<file path="src/hw/rtl/lrt_pkg.sv">
`timescale 1ns / 1ps
`default_nettype none
package lrt_pkg;

  localparam int MAX_ROWS = 1024;
  localparam int ROW_W    = $clog2(MAX_ROWS);
  localparam int LINK_W   = ROW_W + 1;
  localparam int CNT_W    = 11;
  localparam int START_W  = 10;
  localparam int CMD_W    = 3;
  localparam int STEP_W   = 10;
  localparam int STAT_W   = 2;

  localparam logic [LINK_W-1:0] NIL_LINK = LINK_W'(MAX_ROWS);

  localparam logic [CMD_W-1:0] CMD_UP    = 3'd0;
  localparam logic [CMD_W-1:0] CMD_DOWN  = 3'd1;
  localparam logic [CMD_W-1:0] CMD_DEL   = 3'd2;
  localparam logic [CMD_W-1:0] CMD_UNDO  = 3'd3;

  localparam logic [STAT_W-1:0] ST_OK       = 2'd0;
  localparam logic [STAT_W-1:0] ST_AT_END   = 2'd1;
  localparam logic [STAT_W-1:0] ST_EMPTY    = 2'd2;
  localparam logic [STAT_W-1:0] ST_LAST_ROW = 2'd3;

  localparam logic CFG_ROW_COUNT = 1'b0;
  localparam logic CFG_START_ROW = 1'b1;

  typedef struct packed {
    logic              init_wr;
    logic              latch_in;
    logic              link_rd;
    logic              addr_undo;
    logic              move_step;
    logic              del_commit;
    logic              undo_rd;
    logic              undo_latch;
    logic              undo_commit;
    logic              pres_rd;
    logic              set_status;
    logic [STAT_W-1:0] status_code;
    logic              out_load;
  } lrt_cmd_t;

  typedef struct packed {
    logic             init_last;
    logic [CMD_W-1:0] cmd;
    logic             steps_zero;
    logic             steps_one;
    logic             link_nil;
    logic             only_row;
    logic             depth_zero;
  } lrt_stat_t;

endpackage
`default_nettype wire

</file>
<file path="src/hw/rtl/lrt_ctrl.sv">
`timescale 1ns / 1ps
`default_nettype none
module lrt_ctrl (
  input  wire logic              clk,
  input  wire logic              rst,
  input  wire logic              reinit,
  input  wire logic              in_valid,
  output logic                   in_ready,
  output logic                   out_valid,
  input  wire logic              out_ready,
  input  wire lrt_pkg::lrt_stat_t st,
  output lrt_pkg::lrt_cmd_t      cmd
);
  import lrt_pkg::*;

  localparam logic [3:0] S_INIT  = 4'd0;
  localparam logic [3:0] S_IDLE  = 4'd1;
  localparam logic [3:0] S_DEC   = 4'd2;
  localparam logic [3:0] S_MRD   = 4'd3;
  localparam logic [3:0] S_MCHK  = 4'd4;
  localparam logic [3:0] S_DRD   = 4'd5;
  localparam logic [3:0] S_DCHK  = 4'd6;
  localparam logic [3:0] S_URD   = 4'd7;
  localparam logic [3:0] S_UWAIT = 4'd8;
  localparam logic [3:0] S_ULRD  = 4'd9;
  localparam logic [3:0] S_UCHK  = 4'd10;
  localparam logic [3:0] S_PRES  = 4'd11;
  localparam logic [3:0] S_OUT   = 4'd12;

  logic [3:0] state;
  logic [3:0] state_next;
  logic       out_free;

  assign in_ready = (state == S_IDLE);
  assign out_free = !out_valid || out_ready;

  always_comb begin
    state_next = state;
    cmd = '0;
    case (state)
      S_INIT: begin
        cmd.init_wr = 1'b1;
        if (st.init_last) state_next = S_IDLE;
      end
      S_IDLE: begin
        if (in_valid) begin
          cmd.latch_in = 1'b1;
          state_next = S_DEC;
        end
      end
      S_DEC: begin
        case (st.cmd)
          CMD_UP, CMD_DOWN: state_next = st.steps_zero ? S_PRES : S_MRD;
          CMD_DEL: state_next = S_DRD;
          CMD_UNDO: begin
            if (st.depth_zero) begin
              cmd.set_status = 1'b1;
              cmd.status_code = ST_EMPTY;
              state_next = S_PRES;
            end else begin
              state_next = S_URD;
            end
          end
          default: state_next = S_PRES;
        endcase
      end
      S_MRD: begin
        cmd.link_rd = 1'b1;
        state_next = S_MCHK;
      end
      S_MCHK: begin
        if (st.link_nil) begin
          cmd.set_status = 1'b1;
          cmd.status_code = ST_AT_END;
          state_next = S_PRES;
        end else begin
          cmd.move_step = 1'b1;
          state_next = st.steps_one ? S_PRES : S_MRD;
        end
      end
      S_DRD: begin
        cmd.link_rd = 1'b1;
        state_next = S_DCHK;
      end
      S_DCHK: begin
        if (st.only_row) begin
          cmd.set_status = 1'b1;
          cmd.status_code = ST_LAST_ROW;
        end else begin
          cmd.del_commit = 1'b1;
        end
        state_next = S_PRES;
      end
      S_URD: begin
        cmd.undo_rd = 1'b1;
        state_next = S_UWAIT;
      end
      S_UWAIT: begin
        cmd.undo_latch = 1'b1;
        state_next = S_ULRD;
      end
      S_ULRD: begin
        cmd.link_rd = 1'b1;
        cmd.addr_undo = 1'b1;
        state_next = S_UCHK;
      end
      S_UCHK: begin
        cmd.undo_commit = 1'b1;
        state_next = S_PRES;
      end
      S_PRES: begin
        cmd.pres_rd = 1'b1;
        state_next = S_OUT;
      end
      S_OUT: begin
        if (out_free) begin
          cmd.out_load = 1'b1;
          state_next = S_IDLE;
        end
      end
      default: state_next = S_INIT;
    endcase
    if (reinit) begin
      cmd = '0;
      state_next = S_INIT;
    end
  end

  always_ff @(posedge clk) begin
    if (rst) begin
      state <= S_INIT;
      out_valid <= 1'b0;
    end else begin
      state <= state_next;
      if (cmd.out_load) out_valid <= 1'b1;
      else if (out_ready) out_valid <= 1'b0;
    end
  end

endmodule
`default_nettype wire

</file>
<file path="config.mk">
export PLATFORM = sky130hd
export DESIGN_NAME = lrt_ctrl
export DESIGN_NICKNAME = d
export VERILOG_FILES = /design/src/hw/rtl/lrt_pkg.sv /design/src/hw/rtl/lrt_ctrl.sv
export SDC_FILE = /design/constraint.sdc
export NUM_CORES = 1
export LEC_CHECK = 0
export ABC_AREA = 1
export BUFFER_PORTS_ARGS = -buffer_cell sky130_fd_sc_hd__buf_2
export CAP_MARGIN = 0
export CORE_AREA = 2 2 39 41
export CTS_CLUSTER_DIAMETER = 100
export DETAILED_ROUTE_END_ITERATION = 7
export DIE_AREA = 0 0 41 43
export PLACE_DENSITY = 0.72
export SLEW_MARGIN = 10
export SYNTH_ARGS = -nofsm -noshare
export SYNTH_HDL_FRONTEND = slang
export SYNTH_SLANG_ARGS = --single-unit
</file>
<file path="constraint.sdc">
create_clock -name clk -period 2.75 [get_ports clk]
set_input_delay 0.55 -clock clk [delete_from_list [all_inputs] [get_ports clk]]
set_output_delay 0.55 -clock clk [all_outputs]
set_load 0.02 [all_outputs]
</file>
### Word level (Yosys, flattened, before mapping)

Index checks and enable logic that the tools add are counted.

| operators by class | value |
|---|---|
| equality and inequality tests | 18 |
| muxes and demuxes | 32 |
| reductions and logical operators | 10 |

Operator list:

| cell | count |
|---|---|
| 4-bit one-hot mux with 12 select lines | 1 |
| 4-bit 2-to-1 mux | 7 |
| 4-bit == test, second input constant | 5 |
| 1-bit 2-to-1 mux | 17 |
| 4-bit by 3-bit == test with 1-bit output, second input constant | 4 |
| 14-bit 2-to-1 mux | 1 |
| 3-bit 2-to-1 mux | 4 |
| 4-bit one-hot mux with 3 select lines | 1 |
| 3-bit one-hot mux with 3 select lines | 1 |
| 4-bit by 2-bit == test with 1-bit output, second input constant | 2 |
| 3-bit by 2-bit == test with 1-bit output, second input constant | 2 |
| 2-bit inequality test, second input constant | 3 |
| 2-bit OR reduction | 3 |
| 4-bit by 1-bit == test with 1-bit output, second input constant | 1 |
| 4-bit logical NOT | 1 |
| 3-bit by 1-bit == test with 1-bit output, second input constant | 1 |
| 3-bit logical NOT | 1 |
| 3-bit AND reduction | 1 |
| 3-bit OR reduction | 1 |
| 2-bit nonzero test | 1 |
| 1-bit logical NOT | 1 |
| 1-bit logical OR | 1 |

| word-level totals | value |
|---|---|
| register bits after elaboration | 5 |
| input port bits | 14 |

### Longest topological paths before layout

Gate-level depths: netlist of the first run.

| depth | value |
|---|---|
| depth after elaboration | 6 |
| gate-level depth with buffers | 9 |
| mapped depth without buffers | 9 |

### Worst setup path after synthesis of the first run

No wires, ideal clock.

| timing | value |
|---|---|
| path kind | input to output |
| start | input port reinit |
| end | output port cmd[13] in the netlist's numbering |
| arrival | 1.224 ns |
| data required time | 2.200 ns |
| path slack | 0.976 ns |
| cell stages on the path | 1 |
| cell sequence | nor4_1 |

| on the way | value |
|---|---|
| longest elaborated chain between the ends | 1 |

Ends and longest elaborated chain:

| what | line | source |
|---|---|---|
| start: declaration | lrt_ctrl.sv:6 | `input wire logic reinit,` |
| 14-bit 2-to-1 mux | lrt_ctrl.sv:123 | `if (reinit) begin` |
| end: declaration | lrt_ctrl.sv:12 | `output lrt_pkg::lrt_cmd_t cmd` |

Every way passes these cells.

==> impl_metrics.tcl, run 1 <==
set metrics [dict create \
    drc 0 \
    path_cells "inv_2, nor2_4, nand2_1, o21ai_1, inv_1, a21oi_2, buf_2" \
    syn_area_per_cell_um2 5.36 \
    ys_types 21 \
    gp_congestion 0.773 \
    rows 14 \
    die_w_um 41 \
    cts_buffer_depth 2 \
    grt_pass1_wl_um 1990 \
    coreArea_um2 1380 \
    cp_slowest_cell "dfxtp_1" \
    clk_pin_slew_ns 0.04 \
    initial_core_util_pct 37.2 \
    slew_violations 0 \
    ys_seq_area_share_pct 19.5 \
    fin_util_pct 50.7 \
    setup_violations 0 \
    final_common_cell "buf_2" \
    critPathCaptureType "primary output" \
    syn_inst 96 \
    final_cell_mix "buf_2, nand2_1, nor2_1" \
    nNetsFinal 143 \
    fp.dieH_um 43 \
    diodes 0 \
    worst_pin_slew_ns 0.307 \
    cpPeakStageDelay_ns 0.49 \
    power_mw 0.200 \
    critPathArrivalTime_ns 1.54 \
    timing.max_cap.violations 0 \
    worstSetupEndpoint "cmd[3]" \
    timing.rr.end "state[3]" \
    rsz0062_at_grt "false" \
    wl_per_cell_um 8.83 \
    cts_tree "yes" \
    critPathRequiredTime_ns 2.20 \
    final.setup.tns_ns 0 \
    grt_pass1_vias 533 \
    dr.pass1.iters 4 \
    relSlewSlack_pct 79.5 \
    power_density_nw_per_um2 285 \
    antenna_found_initial 0 \
    critPathKind "reg2out" \
    ir_drop_uv 202 \
    via_per_inst 4.60 \
    cts_hold_buf 0 \
    fp.dieArea_um2 1760 \
    ys_ff_latch 5 \
    leakage_nw 0.410 \
    hold_path.class "in2reg" \
    dp_cells 140 \
    cts.sinks 5 \
    r2r_setup_slack_ns 1.48 \
    reg2reg_depth 9 \
    syn2layout_area_growth_pct 36.5 \
    skew_ns 0.00187 \
    drive_gt1_share_pct 32.0 \
    min_period_ns 2.09 \
    grt_max_degree 16 \
    worstSetupStartpointType "flop" \
    max_freq_ghz 0.479 \
    netlist_area_um2 514 \
    post-cts-setup-buffer-count 0 \
    overflow 0 \
    clkLatencyLatePin_ns 0.24 \
    cts_buffers 3 \
    yosysWarningCount 0 \
    critPathLaunch "state[2]" \
    grtUsageTotal_pct 16.3 \
    pin_count 30 \
    drt_iter0_markers 3 \
    cts-root-buf "clkbuf_4" \
    r2r-start "state[2]" \
    cts_resized 0 \
    fin_crit_sh_pct 76.0 \
    hpwlAfterDp_um 1050 \
    drtAntennaViolNets 0 \
    place_area_um2 676 \
    fin_area_um2 702 \
    syn_nets 110 \
    portBuffers 29 \
    finalHoldViolCount 0 \
    htreeDepth 1 \
    via_count 663 \
    wl_um 1270 \
    cp_max_fo 7 \
    layout.cells.non_filler 144 \
    status "finished clean" \
]
[synth_stat cells]
| cell type | number | area share, % |
|---|---|---|
| a21oi_1 | 2 | 1.9 |
| a21oi_2 | 1 | 1.7 |
| a31oi_1 | 3 | 3.7 |
| and3_1 | 1 | 1.2 |
| clkbuf_1 | 1 | 0.73 |
| dfxtp_1 | 5 | 19 |
| inv_1 | 14 | 10 |
| inv_2 | 2 | 1.5 |
| nand2_1 | 23 | 17 |
| nand2_2 | 2 | 2.4 |
| nand3_1 | 4 | 3.9 |
| nand3b_1 | 1 | 1.5 |
| nand4_1 | 3 | 3.7 |
| nor2_1 | 22 | 16 |
| nor2_2 | 2 | 2.4 |
| nor2_4 | 2 | 4.4 |
| nor3_1 | 2 | 1.9 |
| nor4_1 | 1 | 1.2 |
| o211ai_1 | 1 | 1.5 |
| o21ai_0 | 2 | 1.9 |
| o21ai_1 | 2 | 1.9 |
[worst max-delay path, delay by kind of cell (launching register included)]
family	cells	cell delay (ns)
flip-flops	1	0.49
buffers and inverters	3	0.34
AO/OA/AOI/OAI	2	0.23
AND/OR/NAND/NOR	2	0.24
[cells by family (layout without fill, tap and decap cells)]
family          count (synthesis)  after routing  share of synthesized area, %
compound gates                 11             11                          12.7
simple gates                   63             63                          55.5
buf+inv                        17             49                          12.4
flops                           5              5                          19.5
[worst min path at each step]
stage	to	from	depth (start not counted)
after detailed placement	out_valid	out_valid	4
after CTS	out_valid	rst	2
after global routing	out_valid	rst	2
after floorplan	out_valid	rst	1
final	out_valid	rst	2
after global placement	out_valid	out_valid	4
[sequential cells by signal, indices dropped and copies added (netlist names)]
signal     flops
state          4
out_valid      1
[metrics by stage]
stage	hold slack [ns]	setup slack (ns)
global route	0.490	0.517
detailed placement	0.587	0.909
global placement	0.577	0.932
floorplan	0.622	0.976
CTS	0.474	0.644
finish	0.476	0.661
[power breakdown]
part | internal [mW] | switching [mW]
logic | 0.0158 | 0.0230
registers | 0.0741 | 0.00237
clock network | 0.0548 | 0.0299
total | 0.145 | 0.0552
[routing by layer]
layer	vias to the layer above	track usage [%]	part of all wire [%]
met5	-	0	0
met4	0	10.0	1.6
met3	2	1.57	6.5
met2	23	25.6	46
met1	270	19.9	46
li1	368	-	-
[final cells by class]
| cell class | instances | area (µm²) |
|---|---|---|
| Inverter | 16 | 60.1 |
| Sequential cell | 5 | 100 |
| Multi-Input combinational cell | 74 | 350 |
| Fill cell | 157 | 682 |
| Clock buffer | 4 | 26.3 |
| Timing Repair Buffer | 29 | 145 |
| Tap cell | 16 | 20.0 |
Power figures use the tool's default switching activity.
==> inputs of run 2 (changes only) <==
--- a/config.mk
+++ b/config.mk
@@ -8,10 +8,9 @@
 export ABC_AREA = 1
 export BUFFER_PORTS_ARGS = -buffer_cell sky130_fd_sc_hd__buf_2
 export CAP_MARGIN = 0
-export CORE_AREA = 2 2 39 41
+export CORE_UTILIZATION = 37
 export CTS_CLUSTER_DIAMETER = 100
 export DETAILED_ROUTE_END_ITERATION = 7
-export DIE_AREA = 0 0 41 43
 export PLACE_DENSITY = 0.72
 export SLEW_MARGIN = 10
 export SYNTH_ARGS = -nofsm -noshare
==> constraint.sdc (replaced) <==
create_clock -name clk -period 1.8 [get_ports clk]
set_input_delay 0.36 -clock clk [delete_from_list [all_inputs] [get_ports clk]]
set_output_delay 0.36 -clock clk [all_outputs]
set_load 0.02 [all_outputs]
==> run 2 against run 1 <==
Against the previous run: register-to-register slack worse by 0.96 ns; clock power is 50% higher; power up 53%; sequential share of layout area rose by 0.53 points; first-iteration DRC count rose to 5.0 times the previous value; count of clock-buffer cells in the layout did not move; core utilization rose by 6.5 points; wire length increased by 7.0%; cell count grew 0.69%; critical path type unchanged; highest routed layer unchanged.
==> impl_metrics.tcl, run 2 (same netlist as run 1, synthesis figures left out) <==
set metrics [dict create \
    via_per_inst 4.94 \
    hpwlAfterDp_um 1070 \
    relSlewSlack_pct 82.5 \
    gp_congestion 0.813 \
    largest_registers "state x4, out_valid x1" \
    cts-root-buf "clkbuf_4" \
    drive_gt1_share_pct 40.8 \
    dr.pass1.iters 4 \
    r2r-start "state[0]" \
    timing.max_cap.violations 0 \
    pin_count 30 \
    coreArea_um2 1300 \
    via_count 716 \
    hold_depth 2 \
    skew_ns 0.00157 \
    finalHoldViolCount 0 \
    diodes 0 \
    slew_violations 0 \
    max_freq_ghz 0.582 \
    critPathCaptureType "primary output" \
    timing.rr.end "state[0]" \
    cts_buffer_depth 2 \
    critPathArrivalTime_ns 1.36 \
    drtAntennaViolNets 0 \
    cp_slowest_cell "dfxtp_2" \
    cts.sinks 5 \
    critPathRequiredTime_ns 1.44 \
    htreeDepth 1 \
    overflow 0 \
    largest-register "state" \
    reg2reg_depth 7 \
    cts_buffers 3 \
    drt_iter0_markers 15 \
    fp.dieArea_um2 1540 \
    grtUsageTotal_pct 19.2 \
    final_common_cell "buf_2" \
    initial_core_util_pct 39.5 \
    rows 13 \
    r2r_setup_slack_ns 0.52 \
    syn2layout_area_growth_pct 44.8 \
    nNetsFinal 145 \
    critPathLaunch "state[0]" \
    status "finished clean" \
    worstSetupEndpoint "cmd[2]" \
    drc 0 \
    grt_pass1_vias 505 \
    cts_tree "yes" \
    wl_um 1360 \
    dp_worst_setup_slack_ns 0.173 \
    ir_drop_uv 291 \
    power_density_nw_per_um2 412 \
    layout.cells.non_filler 145 \
    leakage_nw 0.423 \
    setup_violations 0 \
    holdWs_ns 0.288 \
    fin_crit_sh_pct 95.5 \
    portBuffers 29 \
    dp_cells 140 \
    antenna_found_initial 0 \
    fp.dieH_um 39.3 \
    grt_max_degree 16 \
    wl_per_cell_um 9.38 \
    clkLatencyLatePin_ns 0.24 \
    hold_path.class "in2reg" \
    power_mw 0.307 \
    min_period_ns 1.72 \
    final_cell_mix "buf_2, nand2_1, nor2_1" \
    fin_ws_ns 0.0809 \
    worst_pin_slew_ns 0.262 \
    path_cells "inv_1, nand2_1, nor2_2, nand2_2, a21oi_1, buf_2" \
    fin_util_pct 57.2 \
    grt_pass1_wl_um 2000 \
    cts_hold_buf 0 \
    die_w_um 39.3 \
    critPathKind "reg2out" \
    clk_pin_slew_ns 0.04 \
    largest_reg_flops 4 \
    cp_max_fo 7 \
    cpPeakStageDelay_ns 0.35 \
    worstSetupStartpointType "flop" \
]
## run 2: cell count changes in the layout (fill, tap and decap cells not counted), sizes merged
cell / previous run / this run
buf: 29 / 31
## run 2: where the power goes
group	switching, mW	leakage [nW]	internal (mW)	total (mW)
clock	0.0435	0.0150	0.0836	0.127
combinational	0.0381	0.365	0.0265	0.0646
sequential	0.00407	0.0430	0.111	0.115
## run 2: worst min path at each step
| stage | startpoint | end | slack, ns |
|---|---|---|---|
| floorplan | rst | out_valid | 0.43 |
| finish | rst | out_valid | 0.29 |
| detailed placement | rst | out_valid | 0.54 |
| global route | rst | out_valid | 0.29 |
| global placement | rst | out_valid | 0.54 |
| CTS | rst | out_valid | 0.29 |
## run 2: timing repair
| item | in CTS | in global routing |
|---|---|---|
| pin swaps | 0 | 1 |
| gates resized for setup | 2 | 11 |
| buffers inserted | 0 | 1 |
| endpoints found under the setup margin | 2 | 7 |
## run 2: final cells by class
class / count / area [µm²]
well taps: 15 / 18.8
flip-flops and latches: 5 / 110
clock buffers: 4 / 26.3
multi-input cells: 74 / 367
repair buffers: 31 / 163
inverters: 16 / 60.1
fillers: 141 / 557
## run 2: metal layers
layer	track usage, %	vias up	routed length (µm)
met5	0	-	0
met4	10.3	0	9
met3	1.70	2	78
met2	30.8	24	674
met1	24.9	313	597
li1	-	377	-
## run 2: worst max-delay path, delay by kind of cell (launching register included)
kind	cells	cell delay, ns
buffers and inverters	2	0.29
AND/OR/NAND/NOR	3	0.36
flip-flops	1	0.35
AO/OA/AOI/OAI	1	0.12
## run 2: per-stage QoR
step | cell area [µm²] | TNS, ns
2_1_floorplan | 514 | 0
3_3_place_gp | 682 | 0
3_5_place_dp | 682 | 0
4_1_cts | 711 | 0
5_1_grt | 744 | -0.0392
6_report | 744 | 0
==> inputs of run 3 (changes only) <==
--- a/config.mk
+++ b/config.mk
@@ -8,6 +8,7 @@
 export ABC_AREA = 1
 export BUFFER_PORTS_ARGS = -buffer_cell sky130_fd_sc_hd__buf_2
 export CAP_MARGIN = 0
+export CORE_MARGIN = 2
 export CORE_UTILIZATION = 37
 export CTS_CLUSTER_DIAMETER = 100
 export DETAILED_ROUTE_END_ITERATION = 7
==> run 3 against run 2 <==
Against the previous run: fmax fell by 0.95%; largest cell class unchanged; worst setup slack worse by 0.017 ns; die area increased by 10%; via count rose by 1.7%; wire length is 4.3% higher; sequential cell count unchanged; sequential share of layout area shrank 0.39 points; cell count grew 1.4%; highest routed layer unchanged; first-iteration DRC count down 13%.
==> impl_metrics.tcl, run 3 (same netlist as run 1, synthesis figures left out) <==
set metrics [dict create \
    slew_violations 0 \
    min_period_ns 1.74 \
    diodes 0 \
    worst_pin_slew_ns 0.265 \
    drc 0 \
    coreArea_um2 1300 \
    pin_count 30 \
    via_count 728 \
    largest_reg_flops 4 \
    status "finished clean" \
    cts_hold_buf 0 \
    timing.max_cap.violations 0 \
    cts_tree "yes" \
    ir_drop_uv 223 \
    portBuffers 29 \
    die_w_um 41.3 \
    antenna_found_initial 0 \
    critPathCaptureType "primary output" \
    power_density_nw_per_um2 413 \
    cts-root-buf "clkbuf_4" \
    fp.dieArea_um2 1700 \
    worstSetupStartpointType "flop" \
    cts.sinks 5 \
    drtAntennaViolNets 0 \
    syn2layout_area_growth_pct 48.7 \
    hold_path.class "in2reg" \
    overflow 0 \
    final.setup.tns_ns 0 \
    wl_per_cell_um 9.65 \
    largest-register "state" \
    max_freq_ghz 0.576 \
    grt_pass1_vias 527 \
    fin_util_pct 58.8 \
    critPathKind "reg2out" \
    fin_crit_sh_pct 96.4 \
    via_per_inst 4.95 \
    fp.dieH_um 41.3 \
    critPathArrivalTime_ns 1.38 \
    htreeDepth 1 \
    clk_pin_slew_ns 0.05 \
    cts_buffer_depth 2 \
    grtUsageTotal_pct 18.9 \
    finalHoldViolCount 0 \
    wl_um 1420 \
    power_mw 0.315 \
    grt_pass1_wl_um 2100 \
    largest_registers "state x4, out_valid x1" \
    leakage_nw 0.435 \
    cp_max_fo 7 \
    dp_cells 140 \
    final_cell_mix "buf_2, nand2_1, nor2_1" \
    drt_iter0_markers 13 \
    skew_ns 0.0112 \
    drive_gt1_share_pct 41.7 \
    clkLatencyLatePin_ns 0.25 \
    cts_buffers 3 \
    nNetsFinal 147 \
    hpwlAfterDp_um 1130 \
    initial_core_util_pct 39.5 \
    setup_violations 0 \
    final_common_cell "buf_2" \
    critPathRequiredTime_ns 1.44 \
    layout.cells.non_filler 147 \
    dr.pass1.iters 4 \
    relSlewSlack_pct 82.3 \
    rows 13 \
    gp_congestion 0.801 \
    grt_max_degree 16 \
]
## run 3: changes by cell type in the layout (fill, tap and decap cells not counted)
cell     previous run  this run
buf_2              28        26
buf_4               3         7
nand3_1             3         4
nand3_2             1         0
nor3_1              2         1
nor3_2              0         1
## run 3: layer usage
| metal | routed length [µm] | up-vias | GRT usage (%) | share of wire (%) |
|---|---|---|---|---|
| li1 | - | 381 | - | - |
| met1 | 629 | 319 | 25.0 | 44 |
| met2 | 680 | 22 | 28.9 | 48 |
| met3 | 53 | 6 | 1.63 | 3.7 |
| met4 | 54 | 0 | 12.1 | 3.8 |
| met5 | 0 | - | 0 | 0 |
## run 3: report_power, final
group / leakage (nW) / total [mW] / switching, mW / internal (mW)
Sequential: 0.0430 / 0.115 / 0.00399 / 0.111
Combinational: 0.377 / 0.0649 / 0.0382 / 0.0266
Clock: 0.0150 / 0.136 / 0.0517 / 0.0842
Total: 0.435 / 0.315 / 0.0940 / 0.222
## run 3: final timing paths
check / depth (start not counted) / startpoint / slack [ns] / to
worst max register to register: 7 / state[0] / 0.48 / state[0]
worst min register to register: 4 / out_valid / 0.58 / out_valid
worst min-delay path: 2 / rst / 0.29 / out_valid
worst max-delay path: 7 / state[2] / 0.06 / cmd[1]
## run 3: per-stage QoR
step,cell area [µm²],hold WS (ns),setup WS [ns]
2_1_floorplan,514,0.432,0.229
3_3_place_gp,682,0.538,0.216
3_5_place_dp,682,0.542,0.140
4_1_cts,716,0.285,0.00516
5_1_grt,764,0.289,-0.0186
6_report,764,0.291,0.0643
## run 3: cell type report
type | count | area, µm²
Clock buffer | 4 | 26.3
Sequential cell | 5 | 110
Multi-Input combinational cell | 74 | 367
Tap cell | 15 | 18.8
Timing Repair Buffer | 33 | 183
Inverter | 16 | 60.1
Fill cell | 130 | 537
## run 3: what timing repair did
item                                    in CTS  in global routing
buffers inserted                             0                  3
gates resized for setup                      4                 11
pin swaps                                    0                  2
endpoints found under the setup margin       2                  6
## run 3: worst max-delay path, cell delays in order, from the launching register on
cell and delay [ns]:
dfxtp_4 0.37, inv_2 0.06, nor2_4 0.15, nand2_2 0.08
o21ai_2 0.15, inv_2 0.06, nor2_1 0.08, buf_2 0.17
